$ cat config.mk
export PLATFORM = sky130hd
export DESIGN_NAME = source_token_lexer_top
export DESIGN_NICKNAME = d
export VERILOG_FILES = /design/src/sv/stl_pkg.sv /design/src/sv/source_token_lexer_top.sv /design/src/sv/stl_in_reg.sv /design/src/sv/stl_core.sv /design/src/sv/stl_out.sv
export VERILOG_INCLUDE_DIRS = /design/src /design/src/sv
export SDC_FILE = /design/constraint.sdc
export NUM_CORES = 2
export LEC_CHECK = 0
export BUFFER_PORTS_ARGS = -buffer_cell sky130_fd_sc_hd__buf_2
export CAP_MARGIN = 20
export CORE_ASPECT_RATIO = 1.75
export CORE_MARGIN = 5
export CORE_UTILIZATION = 30
export CTS_CLUSTER_DIAMETER = 100
export DETAILED_ROUTE_END_ITERATION = 10
export PLACE_DENSITY = 0.5
export SETUP_SLACK_MARGIN = 0.4
export SLEW_MARGIN = 20
export SYNTH_ARGS = -nofsm -noshare
export SYNTH_HDL_FRONTEND = slang
export SYNTH_SLANG_ARGS = --single-unit
$ cat constraint.sdc
create_clock -name clk_i -period 25.2 [get_ports clk_i]
set_clock_uncertainty 0.1 [all_clocks]
set_input_delay 1.26 -clock clk_i [delete_from_list [all_inputs] [get_ports clk_i]]
set_output_delay 1.26 -clock clk_i [all_outputs]
set_load 0.005 [all_outputs]
$ cat src/sv/source_token_lexer_top_macros.svh
// ----------------------------------------------------------------------------
// Source token lexer assertion macros
// Clocked assertion shorthands shared by the lexer RTL files.
// ----------------------------------------------------------------------------
`ifndef SOURCE_TOKEN_LEXER_TOP_MACROS_SVH
`define SOURCE_TOKEN_LEXER_TOP_MACROS_SVH

`ifndef ASSERT_OFF
// Property checked on every rising clk_i edge outside reset.
`define STL_ASSERT(lbl, prop, msg) \
  lbl: assert property (@(posedge clk_i) disable iff (!rst_ni) (prop)) else $error(msg);
// Antecedent in one cycle implies consequent in the next.
`define STL_ASSERT_NEXT(lbl, ante, cons, msg) \
  lbl: assert property (@(posedge clk_i) disable iff (!rst_ni) (ante) |=> (cons)) \
    else $error(msg);
`else
`define STL_ASSERT(lbl, prop, msg)
`define STL_ASSERT_NEXT(lbl, ante, cons, msg)
`endif

`endif

$ cat src/sv/stl_pkg.sv
`timescale 1ns / 1ps
// ----------------------------------------------------------------------------
// Source token lexer package
// Token kinds, error codes, lexer modes and the beat/bundle types.
// ----------------------------------------------------------------------------
package stl_pkg;

  localparam int unsigned MAX_RESULTS = 3;
  localparam int unsigned CNT_W       = 2;

  typedef enum logic [4:0] {
    K_EOF     = 5'd0,
    K_IDENT   = 5'd1,
    K_NUMBER  = 5'd2,
    K_STRING  = 5'd3,
    K_DOT     = 5'd4,
    K_COMMA   = 5'd5,
    K_AT      = 5'd6,
    K_LBRACE  = 5'd7,
    K_RBRACE  = 5'd8,
    K_LBRACK  = 5'd9,
    K_RBRACK  = 5'd10,
    K_LPAREN  = 5'd11,
    K_RPAREN  = 5'd12,
    K_PLUS    = 5'd13,
    K_STAR    = 5'd14,
    K_SLASH   = 5'd15,
    K_PERCENT = 5'd16,
    K_COLON   = 5'd17,
    K_DCOLON  = 5'd18,
    K_ASSIGN  = 5'd19,
    K_ARROW   = 5'd20,
    K_MINUS   = 5'd21,
    K_LT      = 5'd22,
    K_LE      = 5'd23,
    K_GT      = 5'd24,
    K_GE      = 5'd25,
    K_EQEQ    = 5'd26,
    K_NE      = 5'd27,
    K_ANDAND  = 5'd28,
    K_OROR    = 5'd29,
    K_PIPE    = 5'd30,
    K_ERROR   = 5'd31
  } kind_e;

  typedef enum logic [1:0] {
    E_NONE     = 2'd0,
    E_OVERFLOW = 2'd1,
    E_STRING   = 2'd2,
    E_TOKEN    = 2'd3
  } err_e;

  typedef enum logic [3:0] {
    M_IDLE     = 4'd0,
    M_SEMI     = 4'd1,
    M_COMMENT  = 4'd2,
    M_IDENT    = 4'd3,
    M_NUMBER   = 4'd4,
    M_STR_OPEN = 4'd5,
    M_STR_BODY = 4'd6,
    M_COLON    = 4'd7,
    M_MINUS    = 4'd8,
    M_LESS     = 4'd9,
    M_GREATER  = 4'd10,
    M_EQ       = 4'd11,
    M_BANG     = 4'd12,
    M_AMP      = 4'd13,
    M_PIPE     = 4'd14
  } mode_e;

  // One input beat as held in the input register.
  typedef struct packed {
    logic [7:0] src_byte;
    logic       byte_valid;
    logic       eoi;
  } item_t;

  // One token result.
  typedef struct packed {
    kind_e       kind;
    logic [31:0] offset;
    logic [31:0] length;
    logic [31:0] number;
    logic [31:0] line;
    logic [31:0] column;
    err_e        err;
  } res_t;

  // All results caused by one input beat.
  typedef struct packed {
    logic [CNT_W-1:0]              cnt;
    res_t [MAX_RESULTS-1:0]        slot;
  } bundle_t;

endpackage

$ cat src/sv/source_token_lexer_top.sv
`timescale 1ns / 1ps
// ----------------------------------------------------------------------------
// Source token lexer
// Streams source bytes in and tokens (kind, position, value, error) out.
// ----------------------------------------------------------------------------
// Usage:
//   Slave side takes one source byte per beat: tdata = byte, tuser = byte is
//   present (0 for an empty closing beat), tlast = end of the source text.
//   Master side gives one token per beat: tuser = token kind, tdata = offset,
//   length, number value, line, column, error code; tlast marks the final
//   token caused by one input beat.
//   An accepted beat shows its first token once it has passed the input
//   register and then the result register (two register stages).
//   Throughput: one input beat per cycle while each byte yields at most one
//   token and m_axis_tready stays high; a byte that yields k tokens holds
//   the input until the result register has sent all k, one per ready cycle.
//   After the tlast beat, every position counter and the error state return
//   to their reset values, so the next beat begins a fresh text.
//   Reset (rst_ni low) clears both stages and the lexer state; line and
//   column start at 1.
//   When the receiver stalls, the current token holds steady, the result
//   register stays full and backpressure reaches s_axis_tready once the
//   input register is also full; no data is lost.
// ----------------------------------------------------------------------------
module source_token_lexer_top import stl_pkg::*; #(
  parameter int unsigned POSITION_BITS = 32
) (
  input  logic         clk_i,
  input  logic         rst_ni,
  input  logic         s_axis_tvalid,
  output logic         s_axis_tready,
  input  logic [7:0]   s_axis_tdata,   // [7:0] source_byte
  input  logic         s_axis_tuser,   // byte_valid
  input  logic         s_axis_tlast,   // end_of_input
  output logic         m_axis_tvalid,
  input  logic         m_axis_tready,
  output logic [167:0] m_axis_tdata,   // offset, length, number_value, line,
                                       // column, error_code, zero pad
  output logic [4:0]   m_axis_tuser,   // token kind
  output logic         m_axis_tlast    // last_result
);

  item_t   s_item;
  item_t   held_item;
  logic    held_valid;
  logic    out_ready;
  logic    take;
  bundle_t bundle;
  res_t    res;

  assign s_item.src_byte   = s_axis_tdata;
  assign s_item.byte_valid = s_axis_tuser;
  assign s_item.eoi        = s_axis_tlast;

  // Core fires when the input register is full and the result register frees.
  assign take = held_valid && out_ready;

  stl_in_reg u_in_reg (
    .clk_i     (clk_i),
    .rst_ni    (rst_ni),
    .s_valid_i (s_axis_tvalid),
    .s_ready_o (s_axis_tready),
    .s_item_i  (s_item),
    .take_i    (take),
    .valid_o   (held_valid),
    .item_o    (held_item)
  );

  stl_core #(
    .POSITION_BITS (POSITION_BITS)
  ) u_core (
    .clk_i    (clk_i),
    .rst_ni   (rst_ni),
    .take_i   (take),
    .item_i   (held_item),
    .bundle_o (bundle)
  );

  stl_out u_out (
    .clk_i        (clk_i),
    .rst_ni       (rst_ni),
    .load_i       (take),
    .bundle_i     (bundle),
    .ready_o      (out_ready),
    .valid_o      (m_axis_tvalid),
    .beat_ready_i (m_axis_tready),
    .res_o        (res),
    .last_o       (m_axis_tlast)
  );

  assign m_axis_tuser = res.kind;
  assign m_axis_tdata = {6'd0, res.err, res.column, res.line, res.number,
                         res.length, res.offset};

endmodule

$ cat src/sv/stl_in_reg.sv
`timescale 1ns / 1ps
// ----------------------------------------------------------------------------
// Lexer input register
// Holds one input beat until the lexer core consumes it.
// ----------------------------------------------------------------------------
module stl_in_reg import stl_pkg::*; (
  input  logic       clk_i,
  input  logic       rst_ni,
  input  logic       s_valid_i,
  output logic       s_ready_o,
  input  item_t      s_item_i,
  input  logic       take_i,     // core consumes the held beat
  output logic       valid_o,
  output item_t      item_o
);

  logic  valid_q, valid_d;
  item_t item_q;

  assign s_ready_o = !valid_q || take_i;

  always_comb begin
    valid_d = valid_q;
    if (s_valid_i && s_ready_o) begin
      valid_d = 1'b1;
    end else if (take_i) begin
      valid_d = 1'b0;
    end
  end

  always_ff @(posedge clk_i or negedge rst_ni) begin
    if (!rst_ni) begin
      valid_q <= 1'b0;
    end else begin
      valid_q <= valid_d;
    end
  end

  always_ff @(posedge clk_i) begin
    if (s_valid_i && s_ready_o) begin
      item_q <= s_item_i;
    end
  end

  assign valid_o = valid_q;
  assign item_o  = item_q;

endmodule

$ cat src/sv/stl_core.sv
`timescale 1ns / 1ps
// ----------------------------------------------------------------------------
// Lexer core
// Lexer state and the single-pass byte step producing up to three tokens.
// ----------------------------------------------------------------------------
`include "source_token_lexer_top_macros.svh"

module stl_core import stl_pkg::*; #(
  parameter int unsigned POSITION_BITS = 32
) (
  input  logic    clk_i,
  input  logic    rst_ni,
  input  logic    take_i,
  input  item_t   item_i,
  output bundle_t bundle_o
);

  localparam int unsigned PW = POSITION_BITS;
  localparam logic [PW-1:0] PosOne = PW'(1);
  localparam logic [PW-1:0] PosTwo = PW'(2);

  localparam logic [7:0] ChSpace = 8'h20;
  localparam logic [7:0] ChTab   = 8'h09;
  localparam logic [7:0] ChCr    = 8'h0D;
  localparam logic [7:0] ChLf    = 8'h0A;
  localparam logic [7:0] ChSemi  = 8'h3B;
  localparam logic [7:0] ChQuote = 8'h22;
  localparam logic [7:0] ChZero  = 8'h30;
  localparam logic [7:0] ChUnder = 8'h5F;
  localparam logic [7:0] ChColon = 8'h3A;
  localparam logic [7:0] ChEq    = 8'h3D;
  localparam logic [7:0] ChGt    = 8'h3E;
  localparam logic [7:0] ChAmp   = 8'h26;
  localparam logic [7:0] ChBar   = 8'h7C;

  function automatic logic is_alpha(logic [7:0] c);
    return (c >= 8'h61 && c <= 8'h7A) || (c >= 8'h41 && c <= 8'h5A);
  endfunction

  function automatic logic is_digit(logic [7:0] c);
    return c >= 8'h30 && c <= 8'h39;
  endfunction

  function automatic logic is_hex(logic [7:0] c);
    return is_digit(c) || (c >= 8'h61 && c <= 8'h66) || (c >= 8'h41 && c <= 8'h46);
  endfunction

  function automatic kind_e single_kind(logic [7:0] c);
    kind_e k;
    unique case (c)
      8'h2E:   k = K_DOT;
      8'h2C:   k = K_COMMA;
      8'h40:   k = K_AT;
      8'h7B:   k = K_LBRACE;
      8'h7D:   k = K_RBRACE;
      8'h5B:   k = K_LBRACK;
      8'h5D:   k = K_RBRACK;
      8'h28:   k = K_LPAREN;
      8'h29:   k = K_RPAREN;
      8'h2B:   k = K_PLUS;
      8'h2A:   k = K_STAR;
      8'h2F:   k = K_SLASH;
      8'h25:   k = K_PERCENT;
      default: k = K_EOF;   // not a single punctuator
    endcase
    return k;
  endfunction

  function automatic mode_e pair_mode(logic [7:0] c);
    mode_e m;
    unique case (c)
      8'h3A:   m = M_COLON;
      8'h2D:   m = M_MINUS;
      8'h3C:   m = M_LESS;
      8'h3E:   m = M_GREATER;
      8'h3D:   m = M_EQ;
      8'h21:   m = M_BANG;
      8'h26:   m = M_AMP;
      8'h7C:   m = M_PIPE;
      default: m = M_IDLE;
    endcase
    return m;
  endfunction

  function automatic logic [PW-1:0] sat_inc(logic [PW-1:0] x);
    return (x == '1) ? x : x + PosOne;
  endfunction

  function automatic logic [31:0] lo32(logic [PW-1:0] x);
    logic [63:0] w;
    w = 64'(x);
    return w[31:0];
  endfunction

  function automatic res_t mk_res(kind_e k, logic [PW-1:0] off, logic [PW-1:0] len,
                                  logic [31:0] num, logic [PW-1:0] ln,
                                  logic [PW-1:0] col, err_e e);
    res_t r;
    r.kind   = k;
    r.offset = lo32(off);
    r.length = lo32(len);
    r.number = num;
    r.line   = lo32(ln);
    r.column = lo32(col);
    r.err    = e;
    return r;
  endfunction

  function automatic bundle_t push(bundle_t bin, res_t r);
    bundle_t bo;
    bo = bin;
    if (bin.cnt != CNT_W'(MAX_RESULTS)) begin
      bo.slot[bin.cnt] = r;
      bo.cnt           = bin.cnt + CNT_W'(1);
    end
    return bo;
  endfunction

  mode_e          mode_q, mode_d;
  logic [31:0]    acc_q, acc_d;
  logic [PW-1:0]  cur_off_q, cur_off_d, cur_line_q, cur_line_d, cur_col_q, cur_col_d;
  logic [PW-1:0]  st_off_q, st_off_d, st_line_q, st_line_d, st_col_q, st_col_d;
  logic           acr_q, acr_d;
  logic           failed_q, failed_d;
  bundle_t        bund_d;

  always_comb begin
    logic [7:0]    b;
    logic          cr_before;
    logic          do_idle;
    logic          do_fail;
    err_e          fcode;
    logic [7:0]    dv;
    logic [35:0]   prod;
    kind_e         sk;
    mode_e         pm;
    logic [PW-1:0] tlen;

    mode_d     = mode_q;
    acc_d      = acc_q;
    cur_off_d  = cur_off_q;
    cur_line_d = cur_line_q;
    cur_col_d  = cur_col_q;
    st_off_d   = st_off_q;
    st_line_d  = st_line_q;
    st_col_d   = st_col_q;
    acr_d      = acr_q;
    failed_d   = failed_q;
    bund_d     = '0;

    b         = item_i.src_byte;
    cr_before = acr_q;
    do_idle   = 1'b0;
    do_fail   = 1'b0;
    fcode     = E_TOKEN;
    dv        = b - ChZero;
    prod      = {1'b0, acc_q, 3'b000} + {3'b000, acc_q, 1'b0} + {32'd0, dv[3:0]};
    sk        = single_kind(b);
    pm        = pair_mode(b);
    tlen      = cur_off_q - st_off_q;

    // ---- byte step ----
    if (!failed_q && item_i.byte_valid) begin
      acr_d = 1'b0;
      unique case (mode_q)
        M_SEMI: begin
          if (b == ChSemi) begin
            mode_d    = M_COMMENT;
            cur_off_d = sat_inc(cur_off_d);
            cur_col_d = sat_inc(cur_col_d);
          end else begin
            do_fail = 1'b1;
          end
        end
        M_COMMENT: begin
          if (b != ChCr && b != ChLf) begin
            cur_off_d = sat_inc(cur_off_d);
            cur_col_d = sat_inc(cur_col_d);
          end else begin
            mode_d  = M_IDLE;
            do_idle = 1'b1;
          end
        end
        M_IDENT: begin
          if (is_alpha(b) || is_digit(b) || b == ChUnder) begin
            cur_off_d = sat_inc(cur_off_d);
            cur_col_d = sat_inc(cur_col_d);
          end else begin
            bund_d  = push(bund_d, mk_res(K_IDENT, st_off_q, tlen, '0, st_line_q,
                                          st_col_q, E_NONE));
            mode_d  = M_IDLE;
            do_idle = 1'b1;
          end
        end
        M_NUMBER: begin
          if (is_digit(b)) begin
            if (prod[35:32] != 4'd0) begin
              do_fail = 1'b1;
              fcode   = E_OVERFLOW;
            end else begin
              acc_d     = prod[31:0];
              cur_off_d = sat_inc(cur_off_d);
              cur_col_d = sat_inc(cur_col_d);
            end
          end else begin
            bund_d  = push(bund_d, mk_res(K_NUMBER, st_off_q, tlen, acc_q, st_line_q,
                                          st_col_q, E_NONE));
            mode_d  = M_IDLE;
            do_idle = 1'b1;
          end
        end
        M_STR_OPEN: begin
          if (is_hex(b)) begin
            mode_d    = M_STR_BODY;
            cur_off_d = sat_inc(cur_off_d);
            cur_col_d = sat_inc(cur_col_d);
          end else begin
            do_fail = 1'b1;
            fcode   = E_STRING;
          end
        end
        M_STR_BODY: begin
          if (is_hex(b)) begin
            cur_off_d = sat_inc(cur_off_d);
            cur_col_d = sat_inc(cur_col_d);
          end else if (b == ChQuote) begin
            // text excludes both quotes
            bund_d    = push(bund_d, mk_res(K_STRING, sat_inc(st_off_q), tlen - PosOne,
                                            '0, st_line_q, st_col_q, E_NONE));
            mode_d    = M_IDLE;
            cur_off_d = sat_inc(cur_off_d);
            cur_col_d = sat_inc(cur_col_d);
          end else begin
            do_fail = 1'b1;
            fcode   = E_STRING;
          end
        end
        M_COLON: begin
          if (b == ChColon || b == ChEq) begin
            cur_off_d = sat_inc(cur_off_d);
            cur_col_d = sat_inc(cur_col_d);
            bund_d    = push(bund_d, mk_res((b == ChColon) ? K_DCOLON : K_ASSIGN,
                                            st_off_q, PosTwo, '0, st_line_q, st_col_q,
                                            E_NONE));
            mode_d    = M_IDLE;
          end else begin
            bund_d  = push(bund_d, mk_res(K_COLON, st_off_q, PosOne, '0, st_line_q,
                                          st_col_q, E_NONE));
            mode_d  = M_IDLE;
            do_idle = 1'b1;
          end
        end
        M_MINUS: begin
          if (b == ChGt) begin
            cur_off_d = sat_inc(cur_off_d);
            cur_col_d = sat_inc(cur_col_d);
            bund_d    = push(bund_d, mk_res(K_ARROW, st_off_q, PosTwo, '0, st_line_q,
                                            st_col_q, E_NONE));
            mode_d    = M_IDLE;
          end else begin
            bund_d  = push(bund_d, mk_res(K_MINUS, st_off_q, PosOne, '0, st_line_q,
                                          st_col_q, E_NONE));
            mode_d  = M_IDLE;
            do_idle = 1'b1;
          end
        end
        M_LESS, M_GREATER: begin
          if (b == ChEq) begin
            cur_off_d = sat_inc(cur_off_d);
            cur_col_d = sat_inc(cur_col_d);
            bund_d    = push(bund_d, mk_res((mode_q == M_LESS) ? K_LE : K_GE, st_off_q,
                                            PosTwo, '0, st_line_q, st_col_q, E_NONE));
            mode_d    = M_IDLE;
          end else begin
            bund_d  = push(bund_d, mk_res((mode_q == M_LESS) ? K_LT : K_GT, st_off_q,
                                          PosOne, '0, st_line_q, st_col_q, E_NONE));
            mode_d  = M_IDLE;
            do_idle = 1'b1;
          end
        end
        M_EQ, M_BANG: begin
          if (b == ChEq) begin
            cur_off_d = sat_inc(cur_off_d);
            cur_col_d = sat_inc(cur_col_d);
            bund_d    = push(bund_d, mk_res((mode_q == M_EQ) ? K_EQEQ : K_NE, st_off_q,
                                            PosTwo, '0, st_line_q, st_col_q, E_NONE));
            mode_d    = M_IDLE;
          end else begin
            do_fail = 1'b1;
          end
        end
        M_AMP: begin
          if (b == ChAmp) begin
            cur_off_d = sat_inc(cur_off_d);
            cur_col_d = sat_inc(cur_col_d);
            bund_d    = push(bund_d, mk_res(K_ANDAND, st_off_q, PosTwo, '0, st_line_q,
                                            st_col_q, E_NONE));
            mode_d    = M_IDLE;
          end else begin
            do_fail = 1'b1;
          end
        end
        M_PIPE: begin
          if (b == ChBar) begin
            cur_off_d = sat_inc(cur_off_d);
            cur_col_d = sat_inc(cur_col_d);
            bund_d    = push(bund_d, mk_res(K_OROR, st_off_q, PosTwo, '0, st_line_q,
                                            st_col_q, E_NONE));
            mode_d    = M_IDLE;
          end else begin
            bund_d  = push(bund_d, mk_res(K_PIPE, st_off_q, PosOne, '0, st_line_q,
                                          st_col_q, E_NONE));
            mode_d  = M_IDLE;
            do_idle = 1'b1;
          end
        end
        default: begin
          mode_d  = M_IDLE;
          do_idle = 1'b1;
        end
      endcase

      if (do_fail) begin
        bund_d   = push(bund_d, mk_res(K_ERROR, st_off_q, '0, '0, st_line_q, st_col_q,
                                       fcode));
        failed_d = 1'b1;
        mode_d   = M_IDLE;
      end

      // byte seen with nothing pending
      if (do_idle) begin
        if (b == ChSpace || b == ChTab) begin
          cur_off_d = sat_inc(cur_off_d);
          cur_col_d = sat_inc(cur_col_d);
        end else if (b == ChCr || b == ChLf) begin
          cur_off_d = sat_inc(cur_off_d);
          if (!(b == ChLf && cr_before)) begin
            cur_line_d = sat_inc(cur_line_d);
            cur_col_d  = PosOne;
          end
          acr_d = (b == ChCr);
        end else begin
          st_off_d  = cur_off_d;
          st_line_d = cur_line_d;
          st_col_d  = cur_col_d;
          if (b == ChSemi) begin
            mode_d = M_SEMI;
          end else if (is_alpha(b) || b == ChUnder) begin
            mode_d = M_IDENT;
          end else if (is_digit(b)) begin
            mode_d = M_NUMBER;
            acc_d  = {28'd0, dv[3:0]};
          end else if (b == ChQuote) begin
            mode_d = M_STR_OPEN;
          end else if (sk != K_EOF) begin
            bund_d = push(bund_d, mk_res(sk, st_off_d, PosOne, '0, st_line_d, st_col_d,
                                         E_NONE));
            mode_d = M_IDLE;
          end else if (pm != M_IDLE) begin
            mode_d = pm;
          end else begin
            bund_d   = push(bund_d, mk_res(K_ERROR, st_off_d, '0, '0, st_line_d,
                                           st_col_d, E_TOKEN));
            failed_d = 1'b1;
            mode_d   = M_IDLE;
          end
          if (!failed_d) begin
            cur_off_d = sat_inc(cur_off_d);
            cur_col_d = sat_inc(cur_col_d);
          end
        end
      end
    end

    // ---- end of text: flush, EOF, back to reset state ----
    if (item_i.eoi) begin
      if (!failed_d) begin
        tlen = cur_off_d - st_off_d;
        unique case (mode_d)
          M_IDENT:
            bund_d = push(bund_d, mk_res(K_IDENT, st_off_d, tlen, '0, st_line_d,
                                         st_col_d, E_NONE));
          M_NUMBER:
            bund_d = push(bund_d, mk_res(K_NUMBER, st_off_d, tlen, acc_d, st_line_d,
                                         st_col_d, E_NONE));
          M_STR_OPEN, M_STR_BODY: begin
            bund_d   = push(bund_d, mk_res(K_ERROR, st_off_d, '0, '0, st_line_d,
                                           st_col_d, E_STRING));
            failed_d = 1'b1;
          end
          M_SEMI, M_EQ, M_BANG, M_AMP: begin
            bund_d   = push(bund_d, mk_res(K_ERROR, st_off_d, '0, '0, st_line_d,
                                           st_col_d, E_TOKEN));
            failed_d = 1'b1;
          end
          M_COLON:
            bund_d = push(bund_d, mk_res(K_COLON, st_off_d, PosOne, '0, st_line_d,
                                         st_col_d, E_NONE));
          M_MINUS:
            bund_d = push(bund_d, mk_res(K_MINUS, st_off_d, PosOne, '0, st_line_d,
                                         st_col_d, E_NONE));
          M_LESS:
            bund_d = push(bund_d, mk_res(K_LT, st_off_d, PosOne, '0, st_line_d,
                                         st_col_d, E_NONE));
          M_GREATER:
            bund_d = push(bund_d, mk_res(K_GT, st_off_d, PosOne, '0, st_line_d,
                                         st_col_d, E_NONE));
          M_PIPE:
            bund_d = push(bund_d, mk_res(K_PIPE, st_off_d, PosOne, '0, st_line_d,
                                         st_col_d, E_NONE));
          default: ;
        endcase
        if (!failed_d) begin
          bund_d = push(bund_d, mk_res(K_EOF, cur_off_d, '0, '0, cur_line_d, cur_col_d,
                                       E_NONE));
        end
      end
      mode_d     = M_IDLE;
      acc_d      = '0;
      cur_off_d  = '0;
      cur_line_d = PosOne;
      cur_col_d  = PosOne;
      st_off_d   = '0;
      st_line_d  = PosOne;
      st_col_d   = PosOne;
      acr_d      = 1'b0;
      failed_d   = 1'b0;
    end
  end

  always_ff @(posedge clk_i or negedge rst_ni) begin
    if (!rst_ni) begin
      mode_q     <= M_IDLE;
      acc_q      <= '0;
      cur_off_q  <= '0;
      cur_line_q <= PosOne;
      cur_col_q  <= PosOne;
      st_off_q   <= '0;
      st_line_q  <= PosOne;
      st_col_q   <= PosOne;
      acr_q      <= 1'b0;
      failed_q   <= 1'b0;
    end else if (take_i) begin
      mode_q     <= mode_d;
      acc_q      <= acc_d;
      cur_off_q  <= cur_off_d;
      cur_line_q <= cur_line_d;
      cur_col_q  <= cur_col_d;
      st_off_q   <= st_off_d;
      st_line_q  <= st_line_d;
      st_col_q   <= st_col_d;
      acr_q      <= acr_d;
      failed_q   <= failed_d;
    end
  end

  assign bundle_o = bund_d;

  // after an error nothing is pending
  `STL_ASSERT(a_fail_idle, failed_q |-> mode_q == M_IDLE, "pending token after error")
  // line and column count from one
  `STL_ASSERT(a_pos_nz, cur_line_q != '0 && cur_col_q != '0, "line or column is zero")

endmodule

$ cat src/sv/stl_out.sv
`timescale 1ns / 1ps
// ----------------------------------------------------------------------------
// Lexer result register
// Registers one result bundle and sends its tokens out one beat each.
// ----------------------------------------------------------------------------
`include "source_token_lexer_top_macros.svh"

module stl_out import stl_pkg::*; (
  input  logic    clk_i,
  input  logic    rst_ni,
  input  logic    load_i,        // bundle_i computed this cycle
  input  bundle_t bundle_i,
  output logic    ready_o,       // can take a bundle this cycle
  output logic    valid_o,
  input  logic    beat_ready_i,
  output res_t    res_o,
  output logic    last_o
);

  logic             valid_q, valid_d;
  bundle_t          bund_q;
  logic [CNT_W-1:0] idx_q, idx_d;
  logic             done;

  assign last_o  = (idx_q == bund_q.cnt - CNT_W'(1));
  assign done    = valid_q && beat_ready_i && last_o;
  assign ready_o = !valid_q || done;

  always_comb begin
    valid_d = valid_q;
    idx_d   = idx_q;
    if (load_i && bundle_i.cnt != '0) begin
      valid_d = 1'b1;
      idx_d   = '0;
    end else if (done) begin
      valid_d = 1'b0;
    end else if (valid_q && beat_ready_i) begin
      idx_d = idx_q + CNT_W'(1);
    end
  end

  always_ff @(posedge clk_i or negedge rst_ni) begin
    if (!rst_ni) begin
      valid_q <= 1'b0;
      idx_q   <= '0;
    end else begin
      valid_q <= valid_d;
      idx_q   <= idx_d;
    end
  end

  always_ff @(posedge clk_i) begin
    if (load_i && bundle_i.cnt != '0) begin
      bund_q <= bundle_i;
    end
  end

  assign valid_o = valid_q;
  assign res_o   = bund_q.slot[idx_q];

  `STL_ASSERT(a_cnt_nz, valid_q |-> bund_q.cnt != '0, "empty bundle held")
  `STL_ASSERT(a_idx_rng, valid_q |-> idx_q < bund_q.cnt, "slot index past bundle")
  `STL_ASSERT_NEXT(a_stall_hold, valid_q && !beat_ready_i,
                   valid_q && $stable(idx_q), "stalled beat moved")

endmodule

# After elaboration in Yosys (flattened, before gate mapping)
# Index checks and enable logic that the tools add are counted.
# word_totals
regBits,747
in_bits,14
out_inout_bits,176
elab_cells,421
# classes
addsub,18
n_lt_le_gt_ge,17
eq_ne,69
n_mux,231
n_reduce_logical,48
# op_table
op,count
2-to-1 mux 503 bit,32
one-hot mux 503 bit (9 select lines),2
bitwise mux 501 bit,13
2-to-1 mux 32 bit,79
2-to-1 mux 502 bit,5
demux 167 bit (select 2 bit),4
2-to-1 mux 167 bit,7
one-hot mux 32 bit (11 select lines),2
binary-select mux 167 bit (select 2 bit),1
adder 32 x 1 -> 32 bit (second input constant),6
equality test 32 bit (second input constant),6
2-to-1 mux 164 bit,1
2-to-1 mux 163 bit,1
equality test 8 x 6 -> 1 bit (second input constant),18
2-to-1 mux 4 bit,23
one-hot mux 5 bit (13 select lines),1
one-hot mux 4 bit (8 select lines),2
subtractor 32 bit,2
equality test 4 bit (second input constant),14
equality test 8 x 7 -> 1 bit (second input constant),7
2-to-1 mux 1 bit,48
adder 35 x 33 -> 36 bit,1
adder 36 x 4 -> 36 bit,1
equality test 4 x 3 -> 1 bit (second input constant),8
30 further kinds,99

# Depth between registers and ports, before layout
# logic_depth
word_depth,54
depth_mapped,40
depth_no_buf,37

# By module
# A second synthesis with hierarchy kept.
# hier_totals
cells_unflattened,6062
area_unflattened_um2,52371.5
# modules_own_cells
module,n_inst,cells_per_inst,area_each_um2,seq_area_each_um2
stl_core,1,4957,33260.6,5760.5
stl_out,1,1083,18701.7,15179.6
stl_in_reg,1,14,354.1,325.3
source_token_lexer_top,1,8,55.1,0.0

# Worst setup path after synthesis
# Ideal clock, no wire load.
# synth_timing
path_kind,register to register
start,register u_in_reg.item_q (netlist bit u_in_reg.item_o[5])
end,register u_out.bund_q[0] (netlist name) (enable)
setup_time_ns,1.382
arrival_ns,26.107
required_ns,23.718
slack_ns,-2.388
path_stages_with_launch,24
n_path_buf,1
cell_sequence,edfxtp_1 -> buf_2 -> inv_1 -> fa_1 -> inv_1 -> fa_1 -> a21o_1 -> a221oi_1 -> o211a_1 -> o21bai_1 -> a211oi_2 -> xnor2_1 -> nand3_1 -> a21oi_1 -> nand3_1 -> a31oi_1 -> inv_1 -> nand2_1 -> a21oi_1 -> a21oi_1 -> o22ai_1 -> a22oi_1 -> nor2_1 -> nor2_1
# synth_rtl
element,line_no,text
start: declaration,stl_in_reg.sv:18,item_t item_q;
start signal: assignment,stl_in_reg.sv:41,item_q <= s_item_i;
end signal: assignment,stl_out.sv:54,bund_q <= bundle_i;
end: declaration,stl_out.sv:21,bundle_t bund_q;

==> flow_metrics.env <==
export IMPL_outcome="finished clean"
export IMPL_drtAntennaViolNets=0
export IMPL_dpl_instance_area_sq_um=55900
export IMPL_rsz0062_at_grt="no"
export IMPL_slew_headroom_pct=19.7
export IMPL_cell_at_the_root_of_the_clock_tree="sky130_fd_sc_hd__clkbuf_16"
export IMPL_post_cts_repair_setup_buffers=0
export IMPL_row_count=203
export IMPL_final_cell_mix="841 x sky130_fd_sc_hd__nand2_1, 663 x sky130_fd_sc_hd__o21ai_0, 554 x sky130_fd_sc_hd__nor2_1"
export IMPL_grtUsageMet1_pct=27.8
export IMPL_min_delay_path_class="reg2reg"
export IMPL_timing_final_setup_violations=0
export IMPL_synth_area_per_cell_sq_um=8.50
export IMPL_grtUsageMet2_pct=46.6
export IMPL_timing_critical_path_to_type="flop"
export IMPL_crit_required_ns=25.53
export IMPL_drtIter0Drc=5546
export IMPL_period_minus_slack_ns=11.17
export IMPL_critical_path_class="reg2reg"
export IMPL_number_of_global_route_vias_before_repair=50500
export IMPL_syn_std_cell_area_sq_um=52500
export IMPL_yosysUniqueCellTypes=113
export IMPL_worstSkewPairLatency_ns=0.71
export IMPL_worstPathBufferInverterCount=5
export IMPL_cts_made_buffers=80
export IMPL_setup_reg_to_reg_worst_slack_ns=14.03
export IMPL_worstRegToRegCells=37
export IMPL_fp_dieH_um=563
export IMPL_final_max_slew_viol_count=0
export IMPL_vias_per_cell=6.07
export IMPL_cts_root_to_sink_buffers=3
export IMPL_worst_hold_path_num_cells=2
export IMPL_proportion_of_synthesized_chip_area_in_sequential_cells_pct=40.5
export IMPL_place_port_buffers=183
export IMPL_ios=190
export IMPL_synth_top_cells_by_area="sky130_fd_sc_hd__edfxtp_1 29%, sky130_fd_sc_hd__dfrtp_1 11%, sky130_fd_sc_hd__o21ai_0 6.3%"
export IMPL_hold_start="u_core.st_line_q[25]"
export IMPL_final_design_area_excluding_fillers_sq_um=58700
export IMPL_finalSetupTns_ns=0
export IMPL_detailedRoute_firstPassIterationCount=6
export IMPL_die_width_um=326
export IMPL_fill_cells=18000
export IMPL_commonest_non_fill_non_tap_cell_in_the_layout="sky130_fd_sc_hd__nand2_1"
export IMPL_post_layout_total_power_mw=8.67
export IMPL_clock_sinks=747
export IMPL_use_met3_pct=4.21
export IMPL_globalplace_congestion=1.02
export IMPL_grt_overflow_total=0
export IMPL_detailedPlacementHpwl_um=181000
export IMPL_grt_antenna_before_repair=9
export IMPL_placedCellCount=8273
export IMPL_fp_dieArea_sq_um=184000
export IMPL_totalWireLength_um=255000
export IMPL_synth_enable_flop_cells=513
export IMPL_postSynth_asyncResetShare_pct=31.3
export IMPL_post_synth_inst_count=6178
export IMPL_core_area_sq_um=174000
export IMPL_synth_ff_type="sky130_fd_sc_hd__edfxtp_1"
export IMPL_layout_worst_path_cycle_share_pct=44.3
export IMPL_finalHoldViolCount=0
export IMPL_critical_path_top_delay_family="compound AO/OA/AOI/OAI gates"
export IMPL_top_usage_layer="met2"
export IMPL_largest_net_degree_at_the_start_of_global_routing=95
export IMPL_maxCapViolCount=0
export IMPL_worst_hold_path_endpoint="u_core.st_line_q[25]"
export IMPL_worst_pin_slew_ns=1.17
export IMPL_critPathLaunchType="flop"
export IMPL_syn2layout_area_growth_pct=11.7
export IMPL_routed_via_count=51200
export IMPL_critPathMaxFanout=32
export IMPL_postCtsHoldBufs=0
export IMPL_leakage_power_nw=21.3
export IMPL_worstReg2RegStart="u_in_reg.item_o[5]"
export IMPL_powerDensity_nw_per_um2=148
export IMPL_ys_warnings_count=0
export IMPL_synth_largest_area_cell="sky130_fd_sc_hd__edfxtp_1"
export IMPL_drc=0
export IMPL_avgRoutedWirePerCell_um=30.2
export IMPL_drive_above_1_share_pct=9.70
export IMPL_ys_seq_elements=747
export IMPL_critical_path_slowest_cell="sky130_fd_sc_hd__edfxtp_1"
export IMPL_fin_cells=8426
export IMPL_grt_util_all_layers_pct=26.6
export IMPL_ir_drop_mv=0.0839
export IMPL_cts_resized_gates=0
export IMPL_cts_htree_levels=3
export IMPL_timing_fmax_mhz=89.5
export IMPL_r2r_end="u_out.bund_q[126]"
export IMPL_num_nets_final=6252
export IMPL_cts_tree="built"
export IMPL_post_synth_top_area_fraction_pct=29.3
export IMPL_grt_first_pass_wirelength_um=362000
export IMPL_cts_reportedPaths_clkPinSlew_ns=0.06
export IMPL_crit_path_max_incr_delay_ns=0.66
export IMPL_initial_core_util_pct=30.1
export IMPL_worst_ep_arrival_time_ns=11.51
[stage by stage]
| step | util [%] | worst slack [ns] | hold slack (ns) |
|---|---|---|---|
| 2_1_floorplan | - | 6.19 | 0.371 |
| 3_3_place_gp | 32.0 | 14.25 | 0.386 |
| 3_5_place_dp | 32.0 | 14.18 | 0.395 |
| 4_1_cts | 33.6 | 14.13 | 0.409 |
| 5_1_grt | 33.6 | 13.26 | 0.433 |
| 6_report | 33.6 | 14.03 | 0.406 |
[where the power goes]
group,switching [mW],internal (mW),total (mW)
combinational,3.80,1.41,5.21
sequential,0.204,1.96,2.16
clock,0.563,0.735,1.30
[sequential cells by signal, indices dropped and copies added, names as in the netlist]
register and cells:
u_out.idx_q 2, u_core.failed_q 1, u_in_reg.valid_o 1, u_core.acr_q 1, u_out.bund_q 503, u_core.cur_line_q 32
u_core.st_col_q 32, u_core.cur_off_q 32, u_core.cur_col_q 32, u_in_reg.item_o 10, u_core.st_off_q 32, u_core.acc_q 32
u_core.mode_q 4, u_out.valid_o 1, u_core.st_line_q 32
[metal layers]
layer  routed length, um  share of wire (%)  vias to the layer above
li1                    -                  -                    22700
met1               88200                 35                    25100
met2              124000                 49                     2505
met3               15700                6.2                      874
met4               26700                 10                        4
met5                  37              0.015                        -
[Yosys cell counts (all sizes together), types with 36 or more instances]
library cell and count:
a21oi 555, and3 43, buf 56, nand4 68, xor2 113, and2 46
o211ai 47, a31oi 42, a221oi 70, a21o 36, nand2 851, o221ai 50
clkbuf 448, o22ai 160, xnor2 133, o21ai 689, edfxtp 513, inv 124
o21a 49, nand3 126, nor3 121, dfrtp 230, a22o 72, mux2i 229
nor4 41, a22oi 115, ha 134, nor2 568
[how the worst max path moves through the flow]
| stage | endpoint | slack [ns] | from | cells after the start |
|---|---|---|---|---|
| floorplan | u_out.bund_q[0] | 6.19 | u_in_reg.item_o[5] | 23 |
| global placement | u_out.bund_q[127] | 14.25 | u_in_reg.item_o[5] | 34 |
| detailed placement | u_out.bund_q[124] | 14.18 | u_in_reg.item_o[5] | 34 |
| CTS | u_out.bund_q[126] | 14.13 | u_in_reg.item_o[5] | 37 |
| global route | u_out.bund_q[129] | 13.26 | u_in_reg.item_o[5] | 34 |
| finish | u_out.bund_q[126] | 14.03 | u_in_reg.item_o[5] | 37 |
[area by class of cell]
cell class / instances / area (sq um) / share of cell area [%]
diodes: 3 / 7.51 / 0.0128
clock buffers: 110 / 2210 / 3.77
clock inverters: 40 / 549 / 0.936
inverters: 124 / 465 / 0.793
multi-input cells: 4808 / 29200 / 49.8
flip-flops and latches: 747 / 21300 / 36.3
well taps: 2255 / 2820 / 4.81
repair buffers: 339 / 2130 / 3.64
[worst register-to-register path: cells and delay by family (launching register included)]
family          cells  cell delay, ns
compound gates     19            5.08
xor+xnor            4            1.02
fa+ha+maj           4            1.68
buf+inv             5            1.12
flops               1            0.66
simple gates        5            1.25
[logic make-up after synthesis]
| kind of cell | share of synthesized area (%) |
|---|---|
| other | 0.00714 |
| and+or+nand+nor | 17.7 |
| buffers and inverters | 4.61 |
| adders and majority gates | 3.35 |
| AOI/OAI and AO/OA | 25.1 |
| DFF | 40.5 |
| muxes | 4.49 |
| xor gates and xnor gates | 4.28 |
No activity file was read; power rests on OpenSTA's default activity.
